===== config.mk =====
export PLATFORM = sky130hd
export DESIGN_NAME = quadratic_probe_hash_table_core
export DESIGN_NICKNAME = d
export VERILOG_FILES = /design/src/rtl/qph_pkg.sv /design/src/rtl/quadratic_probe_hash_table_core.sv /design/src/rtl/qph_datapath.sv /design/src/rtl/qph_ctrl.sv
export SDC_FILE = /design/constraint.sdc
export NUM_CORES = 1
export LEC_CHECK = 0
export BUFFER_PORTS_ARGS = -buffer_cell sky130_fd_sc_hd__buf_2
export CORE_ASPECT_RATIO = 0.9
export CORE_MARGIN = 10
export CORE_UTILIZATION = 41
export DETAILED_ROUTE_END_ITERATION = 10
export GPL_TIMING_DRIVEN = 0
export HOLD_SLACK_MARGIN = 0.05
export REMOVE_ABC_BUFFERS = 1
export SYNTH_ARGS = -nofsm -noshare
export SYNTH_HDL_FRONTEND = slang
export SYNTH_SLANG_ARGS = --single-unit

===== constraint.sdc =====
create_clock -name clock -period 5.3 [get_ports clock]
set_clock_uncertainty 0.15 [all_clocks]
set_input_delay 1.06 -clock clock [delete_from_list [all_inputs] [get_ports clock]]
set_output_delay 1.06 -clock clock [all_outputs]
set_load 0.05 [all_outputs]

===== src/rtl/qph_pkg.sv =====
// Shared types, codes and constants for the quadratic probe hash table.
package qph_pkg;

   localparam int TABLE_SIZE_DEF = 11;
   localparam int KEY_W = 31;
   localparam int NIBBLES = 8;
   localparam int HASH_BITS = NIBBLES * 4;
   localparam int SLOT_OUT_W = 4;
   localparam int OCC_OUT_W = 4;

   typedef enum logic [1:0] {
      ACT_SEARCH = 2'd0,
      ACT_INSERT = 2'd1,
      ACT_CLEAR  = 2'd2,
      ACT_NOP    = 2'd3
   } action_type;

   typedef enum logic [2:0] {
      ST_NOT_FOUND = 3'd0,
      ST_FOUND     = 3'd1,
      ST_INSERTED  = 3'd2,
      ST_FULL      = 3'd3,
      ST_CLEARED   = 3'd4
   } status_type;

   typedef struct packed {
      action_type       action;
      logic [KEY_W-1:0] key;
   } qph_req_type;

   typedef struct packed {
      status_type            status;
      logic [SLOT_OUT_W-1:0] slot_index;
      logic [OCC_OUT_W-1:0]  occupancy;
   } qph_rsp_type;

   typedef struct packed {
      logic       load;
      logic       hash_step;
      logic       probe_init;
      logic       probe_next;
      logic       clear_init;
      logic       sweep_step;
      logic       ins_write;
      logic       rsp_load;
      status_type rsp_status;
      logic       rsp_use_slot;
   } qph_cmd_type;

   typedef struct packed {
      logic hash_last;
      logic empty;
      logic match;
      logic last_probe;
      logic sweep_last;
      logic rsp_free;
   } qph_sts_type;

endpackage


===== src/rtl/quadratic_probe_hash_table_core.sv =====
// Top level of the quadratic probe hash table: controller plus datapath.
//
//   channel   direction   handshake              payload
//   req       in          req_valid / req_stall  req_data (action, key)
//   rsp       out         rsp_valid / rsp_stall  rsp_data (status, slot_index, occupancy)
//
// Search or insert: the key is hashed a nibble at a time, then the slot memory
// gives one probe per cycle, taking 1 to TABLE_SIZE probes. Clear: one slot
// written per cycle. After reset a clearing pass runs with req_stall high. One
// transaction is in flight at a time; the result register lets the next
// transaction be accepted while a result waits under rsp_stall.
module quadratic_probe_hash_table_core
   import qph_pkg::*;
#(
   parameter int TABLE_SIZE = TABLE_SIZE_DEF
) (
   input  logic        clock,
   input  logic        reset,
   input  logic        req_valid,
   output logic        req_stall,
   input  qph_req_type req_data,
   output logic        rsp_valid,
   input  logic        rsp_stall,
   output qph_rsp_type rsp_data
);

   qph_cmd_type cmd;
   qph_sts_type sts;

   qph_ctrl u_ctrl (
      .clock      (clock),
      .reset      (reset),
      .req_valid  (req_valid),
      .req_action (req_data.action),
      .sts        (sts),
      .req_stall  (req_stall),
      .cmd        (cmd)
   );

   qph_datapath #(
      .TABLE_SIZE (TABLE_SIZE)
   ) u_datapath (
      .clock     (clock),
      .reset     (reset),
      .req_data  (req_data),
      .rsp_stall (rsp_stall),
      .cmd       (cmd),
      .sts       (sts),
      .rsp_valid (rsp_valid),
      .rsp_data  (rsp_data)
   );

endmodule


===== src/rtl/qph_datapath.sv =====
// Datapath: key hashing, probe address generation, slot memory and result register.
module qph_datapath
   import qph_pkg::*;
#(
   parameter int TABLE_SIZE = TABLE_SIZE_DEF
) (
   input  logic        clock,
   input  logic        reset,
   input  qph_req_type req_data,
   input  logic        rsp_stall,
   input  qph_cmd_type cmd,
   output qph_sts_type sts,
   output logic        rsp_valid,
   output qph_rsp_type rsp_data
);

   localparam int ADDR_W = $clog2(TABLE_SIZE);
   localparam int VAL_W = $clog2(TABLE_SIZE + 1);
   localparam int HW = VAL_W + 4;
   localparam int SW = VAL_W + 2;
   localparam logic [VAL_W-1:0] NV = VAL_W'(TABLE_SIZE);
   localparam logic [SW-1:0] N1S = SW'(TABLE_SIZE);
   localparam logic [SW-1:0] N2S = SW'(2 * TABLE_SIZE);

   logic [KEY_W:0] mem [TABLE_SIZE];
   logic [KEY_W:0] rd_ff;

   logic [KEY_W-1:0]     key_ff;
   logic [HASH_BITS-1:0] shift_ff, shift_in;
   logic [2:0]           hcnt_ff, hcnt_in;
   logic [VAL_W-1:0]     rem_ff, rem_in;
   logic [VAL_W-1:0]     j_ff, j_in;
   logic [VAL_W-1:0]     s_ff, s_in;
   logic [VAL_W-1:0]     sq_ff, sq_in;
   logic [VAL_W-1:0]     addr_ff, addr_in;
   logic [VAL_W-1:0]     count_ff, count_in;
   logic                 rsp_valid_ff, rsp_valid_in;
   qph_rsp_type          rsp_ff, rsp_in;

   logic [HW-1:0]    hval;
   logic [VAL_W-1:0] j_nxt;
   logic [VAL_W-1:0] s_nxt;
   logic [SW-1:0]    sq_sum;
   logic [VAL_W-1:0] sq_nxt;
   logic [VAL_W:0]   add_sum;
   logic [VAL_W-1:0] addr_nxt;
   logic             mem_we;
   logic [KEY_W:0]   mem_wdata;

   always_comb begin
      hval = {rem_ff, shift_ff[HASH_BITS-1 -: 4]};
      for (int i = 3; i >= 0; i--) begin
         if (hval >= (HW'(TABLE_SIZE) << i)) begin
            hval = hval - (HW'(TABLE_SIZE) << i);
         end
      end
   end

   always_comb begin
      j_nxt = j_ff + VAL_W'(1);
      s_nxt = s_ff;
      sq_nxt = sq_ff;
      sq_sum = SW'(sq_ff) + {1'b0, s_ff, 1'b1};
      if (j_nxt[0]) begin
         s_nxt = (s_ff == NV - VAL_W'(1)) ? '0 : s_ff + VAL_W'(1);
         if (sq_sum >= N2S) begin
            sq_nxt = VAL_W'(sq_sum - N2S);
         end else if (sq_sum >= N1S) begin
            sq_nxt = VAL_W'(sq_sum - N1S);
         end else begin
            sq_nxt = VAL_W'(sq_sum);
         end
      end
      add_sum = {1'b0, rem_ff} + {1'b0, sq_nxt};
      if (j_nxt[0]) begin
         addr_nxt = (add_sum >= {1'b0, NV}) ? VAL_W'(add_sum - {1'b0, NV}) : VAL_W'(add_sum);
      end else if (rem_ff >= sq_nxt) begin
         addr_nxt = rem_ff - sq_nxt;
      end else begin
         addr_nxt = rem_ff + NV - sq_nxt;
      end
   end

   always_comb begin
      shift_in = shift_ff;
      hcnt_in = hcnt_ff;
      rem_in = rem_ff;
      j_in = j_ff;
      s_in = s_ff;
      sq_in = sq_ff;
      addr_in = addr_ff;
      count_in = count_ff;
      rsp_in = rsp_ff;
      rsp_valid_in = rsp_valid_ff && rsp_stall;
      if (cmd.load) begin
         shift_in = HASH_BITS'(req_data.key);
         hcnt_in = '0;
         rem_in = '0;
      end
      if (cmd.hash_step) begin
         shift_in = shift_ff << 4;
         hcnt_in = hcnt_ff + 3'd1;
         rem_in = VAL_W'(hval);
      end
      if (cmd.probe_init) begin
         j_in = '0;
         s_in = '0;
         sq_in = '0;
         addr_in = rem_ff;
      end
      if (cmd.probe_next) begin
         j_in = j_nxt;
         s_in = s_nxt;
         sq_in = sq_nxt;
         addr_in = addr_nxt;
      end
      if (cmd.clear_init) begin
         addr_in = '0;
         count_in = '0;
      end
      if (cmd.sweep_step) begin
         addr_in = addr_ff + VAL_W'(1);
      end
      if (cmd.ins_write) begin
         count_in = count_ff + VAL_W'(1);
      end
      if (cmd.rsp_load) begin
         rsp_valid_in = 1'b1;
         rsp_in.status = cmd.rsp_status;
         rsp_in.slot_index = cmd.rsp_use_slot ? SLOT_OUT_W'(addr_ff) : '0;
         rsp_in.occupancy = OCC_OUT_W'(count_ff);
      end
   end

   assign mem_we = cmd.sweep_step || cmd.ins_write;
   assign mem_wdata = {cmd.ins_write, key_ff};

   always_ff @(posedge clock) begin
      if (mem_we) begin
         mem[addr_ff[ADDR_W-1:0]] <= mem_wdata;
      end
      rd_ff <= mem[addr_in[ADDR_W-1:0]];
   end

   always_ff @(posedge clock) begin
      if (reset) begin
         addr_ff <= '0;
         count_ff <= '0;
         rsp_valid_ff <= 1'b0;
      end else begin
         addr_ff <= addr_in;
         count_ff <= count_in;
         rsp_valid_ff <= rsp_valid_in;
      end
      if (cmd.load) begin
         key_ff <= req_data.key;
      end
      shift_ff <= shift_in;
      hcnt_ff <= hcnt_in;
      rem_ff <= rem_in;
      j_ff <= j_in;
      s_ff <= s_in;
      sq_ff <= sq_in;
      rsp_ff <= rsp_in;
   end

   assign sts.hash_last = (hcnt_ff == 3'(NIBBLES - 1));
   assign sts.empty = !rd_ff[KEY_W];
   assign sts.match = (rd_ff[KEY_W-1:0] == key_ff);
   assign sts.last_probe = (j_ff == NV - VAL_W'(1));
   assign sts.sweep_last = (addr_ff == NV - VAL_W'(1));
   assign sts.rsp_free = !rsp_valid_ff || !rsp_stall;

   assign rsp_valid = rsp_valid_ff;
   assign rsp_data = rsp_ff;

endmodule


===== src/rtl/qph_ctrl.sv =====
// Controller: sequences hashing, probing, clearing and result delivery.
module qph_ctrl
   import qph_pkg::*;
(
   input  logic        clock,
   input  logic        reset,
   input  logic        req_valid,
   input  action_type  req_action,
   input  qph_sts_type sts,
   output logic        req_stall,
   output qph_cmd_type cmd
);

   typedef enum logic [2:0] {
      S_SWEEP,
      S_IDLE,
      S_HASH,
      S_PINIT,
      S_PROBE,
      S_RESP
   } state_type;

   state_type  state_ff, state_in;
   action_type op_ff, op_in;
   status_type res_ff, res_in;

   always_comb begin
      state_in = state_ff;
      op_in = op_ff;
      res_in = res_ff;
      cmd = '0;
      cmd.rsp_status = res_ff;
      cmd.rsp_use_slot = (res_ff == ST_FOUND) || (res_ff == ST_INSERTED);
      case (state_ff)
         S_SWEEP: begin
            cmd.sweep_step = 1'b1;
            if (sts.sweep_last) begin
               if (op_ff == ACT_CLEAR) begin
                  res_in = ST_CLEARED;
                  state_in = S_RESP;
               end else begin
                  state_in = S_IDLE;
               end
            end
         end
         S_IDLE: begin
            if (req_valid) begin
               cmd.load = 1'b1;
               op_in = req_action;
               case (req_action)
                  ACT_SEARCH, ACT_INSERT: begin
                     state_in = S_HASH;
                  end
                  ACT_CLEAR: begin
                     cmd.clear_init = 1'b1;
                     state_in = S_SWEEP;
                  end
                  default: begin
                     res_in = ST_NOT_FOUND;
                     state_in = S_RESP;
                  end
               endcase
            end
         end
         S_HASH: begin
            cmd.hash_step = 1'b1;
            if (sts.hash_last) begin
               state_in = S_PINIT;
            end
         end
         S_PINIT: begin
            cmd.probe_init = 1'b1;
            state_in = S_PROBE;
         end
         S_PROBE: begin
            if (op_ff == ACT_INSERT) begin
               if (sts.empty) begin
                  cmd.ins_write = 1'b1;
                  res_in = ST_INSERTED;
                  state_in = S_RESP;
               end else if (sts.last_probe) begin
                  res_in = ST_FULL;
                  state_in = S_RESP;
               end else begin
                  cmd.probe_next = 1'b1;
               end
            end else begin
               if (sts.empty) begin
                  res_in = ST_NOT_FOUND;
                  state_in = S_RESP;
               end else if (sts.match) begin
                  res_in = ST_FOUND;
                  state_in = S_RESP;
               end else if (sts.last_probe) begin
                  res_in = ST_NOT_FOUND;
                  state_in = S_RESP;
               end else begin
                  cmd.probe_next = 1'b1;
               end
            end
         end
         S_RESP: begin
            if (sts.rsp_free) begin
               cmd.rsp_load = 1'b1;
               state_in = S_IDLE;
            end
         end
         default: begin
            state_in = S_IDLE;
         end
      endcase
   end

   always_ff @(posedge clock) begin
      if (reset) begin
         state_ff <= S_SWEEP;
         op_ff <= ACT_NOP;
         res_ff <= ST_NOT_FOUND;
      end else begin
         state_ff <= state_in;
         op_ff <= op_in;
         res_ff <= res_in;
      end
   end

   assign req_stall = (state_ff != S_IDLE);

endmodule


==> impl_summary.md, run 1 <==
Route
The routed design has 53200 µm of wire. After detailed routing, no signal wire sits above met4. In the final routed layout, each cell accounts on average for 23.0 µm.

In the final routing, the length of wire on met1 measures 22800 µm. The count of vias placed by the detailed router is 12740. Wire segments on met3 add up to 3190 µm in the final route.

The post-detailed-route DRC marker count is 0. The first detailed-routing pass took 5 iterations. The total met2 wirelength after detailed routing is 25800 µm. The detailed-route vias per instance is 5.52.

The antenna violation net count after detailed routing is 0. The number of design-rule violations left by the first detailed-router iteration is 1199.

Worst setup path
STA classifies the critical path startpoint as a flop. The data required time at the worst endpoint is 5.69 ns. The highest fanout seen on the critical path is 6. The worst setup path is captured at a flop. The critical setup path kind is flop to flop. Data arrives at the worst endpoint at 6.08 ns. The worst-case reg-to-reg path depth is 26.

STA
The fmax is 176 MHz. Setup repair after global routing could not meet its margin everywhere. The worst slew margin relative to its limit is 0.229.

Setup violations remaining at the end of the flow were counted as 33. At the pin with the least slew margin, the transition time is 1.15 ns. The routed design could run at a clock period as short as 5.69 ns. The number of hold violations in the final report is 0. The number of max-slew violations in the final report came to 0. After routing, the total negative slack on setup checks comes to -10.84 ns.

The portion of the clock cycle consumed by the worst path in the final layout is 1.07. In the post-route analysis, the smallest setup slack over all paths is -0.394 ns.

Clock tree
The number of buffers added by the clock tree synthesis step is 51. Counting every sink on the clock net gives 494. CTS built an H-tree with a depth of 2. The later-pin clock latency in the skew report is 0.61 ns. TritonCTS built the clock tree. The tree is rooted in a clkbuf_16.

After clock tree synthesis, the clock-pin slew on the worst setup and hold paths is 0.06 ns. For this design, the CTS-stage hold fixing added 0 buffers. The clock passes through at most 3 buffers.

Floorplan
The area of the placeable core is 0.0503 mm². The initial utilization of the core area, before any placement, comes to 0.414. In this run the count of I/O pins placed on the die edge is 50.

In this run the core area contains 78 standard-cell rows. The die area is 0.0601 mm². The die height is 234 µm. The die outline width is 257 µm.

Power and ir drop
Power spread over the standard cell area amounts to 363 mW/mm². The leakage power figure is 9.04 nW. Summing internal, switching and leakage power gives 9.08 mW.

The peak supply drop is 313 µV.

Synthesis
The count of state elements after synthesis is 494. The share of synthesized registers carrying an async set or reset is 0. In the post-synthesis netlist, the cell with the most instances is edfxtp_1.

In this run the mean area of a mapped cell was 14.1 µm². Counting instances in the post-synthesis netlist gives the leading cell types as 441 x edfxtp_1, 222 x nand2_1, 93 x nor2_1, 72 x nand3_1, 53 x dfxtp_1. The dominant synthesized flop cell is edfxtp_1.

The count of yosys warnings during synthesis is 0. The cell type with the largest total area after synthesis is edfxtp_1. The share of the synthesized area in the top cell type is 0.637. The number of standard cells after synthesis is 1479. The count of cell types in the netlist is 85.

Counting flops with a built-in enable in the synthesized netlist gives 441. After synthesis the cells add up to 0.0208 mm². The share of the Yosys chip area taken by registers is 0.688. Sorting the synthesized cells by area gives the leading types as edfxtp_1 64%, dfxtp_1 5.1%, nand2_1 4.0%, mux4_2 3.5%, ha_1 2.1%.

Global routing
The initial antenna violation count is 0. The largest net degree at the start of global routing is 79. Summed over all layers, the global routing overflow is 0. The via count of the first global-routing pass is 12619.

The overall track demand over capacity in global routing is 0.174. The global-route wire length before repair is 79300 µm.

Final layout
The number of inserted diodes is 0. For this run, the share of the core covered by cells in the final layout is 0.498. In the final layout, the share of cells above drive strength 1 is 0.205. The multi-input gate area in the final layout is 0.00652 mm². The synthesis-to-layout area growth is 20.3%.

The sequential cell area is 0.0143 mm². After the flow finishes, the layout carries non-filler instances totaling 2307. The filler cells instantiated in the layout total 4139. The number of nets in the final layout is 1660.

Placed design
The weighted congestion reported at the end of routability-driven placement is 0.811. Detailed placement finished with a half-perimeter wire length of 28700 µm. The cell total after placement is 2159. The number of buffer cells added on primary ports is 49.

Run
Across the run, the number of max-cap violations was 0.

Worst hold path
The worst hold path belongs to the class flop to flop. The number of cells traversed by the worst hold path is 2.

Outcome
The checks that failed: setup timing. The run finished, with violations left.
[power by group]
group | total, mW | switching, mW | internal (mW)
logic | 0.998 | 0.580 | 0.418
registers | 4.43 | 0.0592 | 4.37
clock network | 3.66 | 1.52 | 2.14
total | 9.08 | 2.16 | 6.92
[sequential cells by signal, indices dropped and copies added (netlist names), 4 cells and up]
signal and count:
u_datapath.rsp_data 11, u_datapath.j_ff 4, u_datapath.rd_ff 32, u_datapath.shift_ff 32
u_datapath.addr_ff 4, u_datapath.s_ff 4, u_datapath.count_ff 4, u_datapath.mem 352
u_datapath.key_ff 31, u_datapath.sq_ff 4, u_datapath.rem_ff 4
[final timing paths]
path | slack (ns) | start | end
max | -0.39 | u_datapath.sq_ff[1]$_SDFFCE_PN0P_ | u_datapath.rd_ff[27]$_DFF_P_
min | 0.30 | u_datapath.shift_ff[3]$_SDFFE_PP0P_ | u_datapath.shift_ff[3]$_SDFFE_PP0P_
max reg2reg | -0.39 | u_datapath.sq_ff[1]$_SDFFCE_PN0P_ | u_datapath.rd_ff[27]$_DFF_P_
min reg2reg | 0.30 | u_datapath.shift_ff[3]$_SDFFE_PP0P_ | u_datapath.shift_ff[3]$_SDFFE_PP0P_
[cells in the final DEF (no fill, tap or decap), drive strengths merged, types with 30 or more instances in the layout]
master  count
o211ai     34
edfxtp    441
ha         35
buf       119
clkbuf     67
mux4       32
a211o      34
inv        34
xor2       36
mux2i      39
nand2     223
a21oi      39
a22o       30
nor2       93
nand3      75
dfxtp      53
[cell families after synthesis]
family,synth area share
and+or+nand+nor,0.108
DFF,0.688
AOI/OAI and AO/OA,0.0828
buffers and inverters,0.0220
muxes,0.0545
xor gates and xnor gates,0.0198
adders and majority gates,0.0249
[what timing repair did]
item                       CTS  global route
setup endpoints to repair   35            34
gates cloned                15             1
pin swaps                   25            19
buffers inserted            33             8
gates resized for setup     74            31
[metal layers]
metal | vias to the layer above | global-route usage
met3 | 84 | 0.0334
met1 | 6470 | 0.227
met4 | 0 | 0.0533
met2 | 406 | 0.290
met5 | - | 0
li1 | 5780 | -
[area by class of cell]
type / count / area share
well taps: 680 / 0.0340
repair buffers: 122 / 0.0600
multi-input cells: 882 / 0.261
flip-flops and latches: 494 / 0.572
inverters: 33 / 0.00500
clock buffers: 66 / 0.0549
clock inverters: 30 / 0.0137
[per-stage QoR]
stage	worst slack (ns)	hold slack, ns	area, µm²
after floorplan	-5.97	0.272	20500
after global placement	-11.34	0.292	21600
after detailed placement	-1.85	0.296	22200
after CTS	-0.202	0.305	24900
after global routing	-0.597	0.315	25000
final	-0.394	0.304	25000
[critical path, stage by stage, from the launching register on]
cell and delay [ns]:
edfxtp_1 0.47, fa_2 0.41, a21oi_2 0.14, nor2b_1 0.06
and3_4 0.18, o21bai_4 0.23, o21ai_4 0.12, a21oi_2 0.18
xnor2_1 0.15, nand2_1 0.13, o21ai_4 0.11, ha_2 0.21
inv_2 0.04, fa_1 0.45, ha_2 0.20, or3_4 0.38
a211oi_4 0.27, o21ai_1 0.11, a311o_1 0.35, a22o_1 0.25
a21oi_4 0.21, buf_6 0.13, and2_4 0.21, buf_12 0.13
buf_12 0.13, o211ai_1 0.12, nand3_1 0.09
Power figures use the tool's default switching activity.
==> inputs of run 2 (changes only) <==
- BUFFER_PORTS_ARGS: -buffer_cell sky130_fd_sc_hd__buf_2 -> not set
- DONT_BUFFER_PORTS: not set -> 1
==> run 2 against run 1 <==
  * The run still ends with setup timing left
  * Power is 1.9% lower
  * Count of clock-buffer cells in the layout is 5 higher
  * Cell count is 2.3% lower
  * Critical path depth is 1 lower
  * Sequential share of layout area is 0.77 points higher
  * Non-clock buffer count is 56 lower
  * Die area stayed put
  * Global-route usage is 0.60 points lower
==> impl_summary.md, run 2 (synthesized netlist as in run 1, its figures left out) <==
Outcome
Outcome: finished, violations left (unchanged). Failing checks: setup timing (unchanged).

Worst setup path
The endpoint type of the worst setup path is a flop (unchanged). The highest fanout seen on the critical path came to 8 (was 6). The critical path's largest stage delay came to 0.48 ns (was 0.47 ns).

The slowest cell on the critical path is edfxtp_1 (unchanged). The nature of the critical path startpoint is a flop (unchanged). The critical setup path kind is flop to flop (unchanged). The data required time at the worst endpoint came to 5.69 ns (about the same). The data arrival time of the critical path is 5.95 ns (was 6.08 ns).

Global routing
The overflow left after global routing is 0 (unchanged). The global-route wire length before repair came to 76300 µm (was 79300 µm). The overall track demand over capacity in global routing is 0.168 (was 0.174). The via count of the first global-routing pass is 12021 (was 12619). The initial antenna violation count is 2 (was 0).

The largest net degree at the start of global routing was 64 (was 79).

Power and ir drop
The peak supply drop is 215 µV (was 313 µV). The leakage power figure is 8.86 nW (was 9.04 nW). The total power density per cell area was 361 mW/mm² (was 363 mW/mm²).

The power after layout is 8.91 mW (was 9.08 mW).

Final layout
The commonest non-fill, non-tap cell in the layout is edfxtp_1 (unchanged). The number of cells in the finished layout apart from fillers was 2253 (was 2307). The number of nets in the final layout was 1604 (was 1660). The summed area of non-filler cells in the final layout is 0.0247 mm² (was 0.0250 mm²). The share of final-layout standard cells stronger than drive strength 1 is 0.199 (was 0.205). The number of flip-flops in the largest register is 352 (unchanged). Commonest non-fill, non-tap cells in the layout: 441 x edfxtp_1, 197 x nand2_1, 90 x nor2_1 (was 441 x edfxtp_1, 207 x nand2_1, 91 x nor2_1).

The synthesis-to-layout area growth is 18.7% (was 20.3%).

STA
The worst slack on hold paths was 0.308 ns (was 0.304 ns). The final setup violation count was 32 (was 33). The number of max-slew violations in the final report is 0 (unchanged). The shortest period the worst path allows is 5.56 ns (was 5.69 ns).

The worst slew margin relative to its limit is 0.217 (was 0.229). RSZ-0062 raised after global routing: yes (unchanged). The number of hold violations in the final report is 0 (unchanged). The portion of the clock cycle consumed by the worst path in the final layout was 1.05 (was 1.07).

The minimum setup slack in the final design is -0.264 ns (was -0.394 ns). The transition time of the tightest slew-check pin is 1.17 ns (was 1.15 ns). The fmax is 180 MHz (was 176 MHz).

Placed design
The cell area reported after detailed placement is 0.0219 mm² (was 0.0222 mm²). The half-perimeter wire length of the detailed placement result came to 28300 µm (was 28700 µm). The number of buffer cells added on primary ports is 0 (was 49). The weighted congestion reported at the end of routability-driven placement is 0.800 (was 0.811). The cell total after placement came to 2109 (was 2159).

Route
The count of vias placed by the detailed router was 12452 (was 12740). The number of design-rule violations left by the first detailed-router iteration is 1008 (was 1199). The wire length per cell is 22.8 µm (was 23.0 µm). The antenna violation net count after detailed routing is 0 (unchanged).

The number of optimization iterations in the first detailed-route pass came to 5 (unchanged). The detailed-route vias per instance is 5.53 (was 5.52). The total wirelength of the detailed-routed design is 51300 µm (was 53200 µm). The post-detailed-route DRC marker count is 0 (unchanged).

Worst hold path
The class of the worst hold path is flop to flop (unchanged).

Clock tree
The later-pin clock latency in the skew report is 0.62 ns (was 0.61 ns). The number of buffers on the longest clock path is 3 (unchanged). The clock root buffer is clkbuf_16 (unchanged).

The number of buffers inserted for hold repair after clock tree synthesis is 0 (unchanged). The number of sinks handled by clock tree synthesis is 494 (unchanged). The clock-pin slew on the worst setup and hold paths is 0.06 ns (about the same). The H-tree depth is 2 (unchanged).

The number of buffers added by the clock tree synthesis step came to 51 (unchanged). The clock tree from TritonCTS is done (unchanged).

Floorplan
The effective utilization at floorplan is 0.414 (unchanged). The die outline width is 257 µm (unchanged). The die area is 0.0601 mm² (unchanged). The area of the placeable core is 0.0503 mm² (unchanged).

The count of pins on the block boundary was 50 (unchanged). The die height was 234 µm (unchanged). The cell row count came to 78 (unchanged).

Run
The max capacitance violation total was 0 (unchanged).
## run 2: cell types whose count changed in the layout (fill, tap and decap cells not counted), sizes merged
cell      delta
clkinvlp     -2
clkinv       +1
buf         -56
inv          -1
diode        +2
clkbuf       +5
bufinv       -3
## run 2: final timing paths
path | startpoint | end | slack, ns | cells after the start
max | u_datapath.sq_ff[1]$_SDFFCE_PN0P_ | u_datapath.rd_ff[28]$_DFF_P_ | -0.26 | 25
max reg2reg | u_datapath.sq_ff[1]$_SDFFCE_PN0P_ | u_datapath.rd_ff[28]$_DFF_P_ | -0.26 | 25
min | u_datapath.shift_ff[2]$_SDFFE_PP0P_ | u_datapath.shift_ff[2]$_SDFFE_PP0P_ | 0.31 | 2
min reg2reg | u_datapath.shift_ff[2]$_SDFFE_PP0P_ | u_datapath.shift_ff[2]$_SDFFE_PP0P_ | 0.31 | 2
## run 2: power by group
group | switching, mW | internal [mW] | leakage (nW)
combinational | 0.556 | 0.373 | 3.55
sequential | 0.0564 | 4.37 | 4.47
clock | 1.52 | 2.04 | 0.836
total | 2.13 | 6.78 | 8.86
## run 2: through the flow
step           setup TNS (ns)  setup slack, ns  utilization
2_1_floorplan         -197.34            -5.97            -
3_3_place_gp          -377.36           -11.40        0.424
3_5_place_dp           -58.16            -1.89        0.436
4_1_cts                 -3.28           -0.152        0.485
5_1_grt                -14.30           -0.480        0.491
6_report                -7.55           -0.264        0.491
## run 2: layout make-up
class / instances / area [µm²]
clock inverter: 25 / 268
timing repair buffer: 66 / 1040
multi-input combinational: 882 / 6670
antenna: 2 / 5.00
clock buffer: 71 / 1420
fill: 4151 / 25600
inverter: 33 / 125
sequential: 494 / 14300
tap: 680 / 851
## run 2: routing by layer
layer  GRT usage  vias up  routed length [µm]
met5           0        -                  12
met4      0.0593        2                1500
met3      0.0352       79                3270
met2       0.277      349               24900
met1       0.217     6357               21600
li1            -     5665                   -
## run 2: worst max-delay path, delay by kind of cell, from the launching register on
kind | cells | cell delay [ns]
AO/OA/AOI/OAI | 11 | 2.00
adder cells (fa/ha/maj) | 4 | 1.28
flip-flops | 1 | 0.48
buffers and inverters | 4 | 0.52
AND/OR/NAND/NOR | 5 | 0.93
XOR/XNOR | 1 | 0.13
## run 2: repair_timing
item                       4_1_cts  5_1_grt
pin swaps                       33       12
resized for setup               82       50
cloned                           8        1
setup endpoints to repair       35       35
setup buffers                   31        7
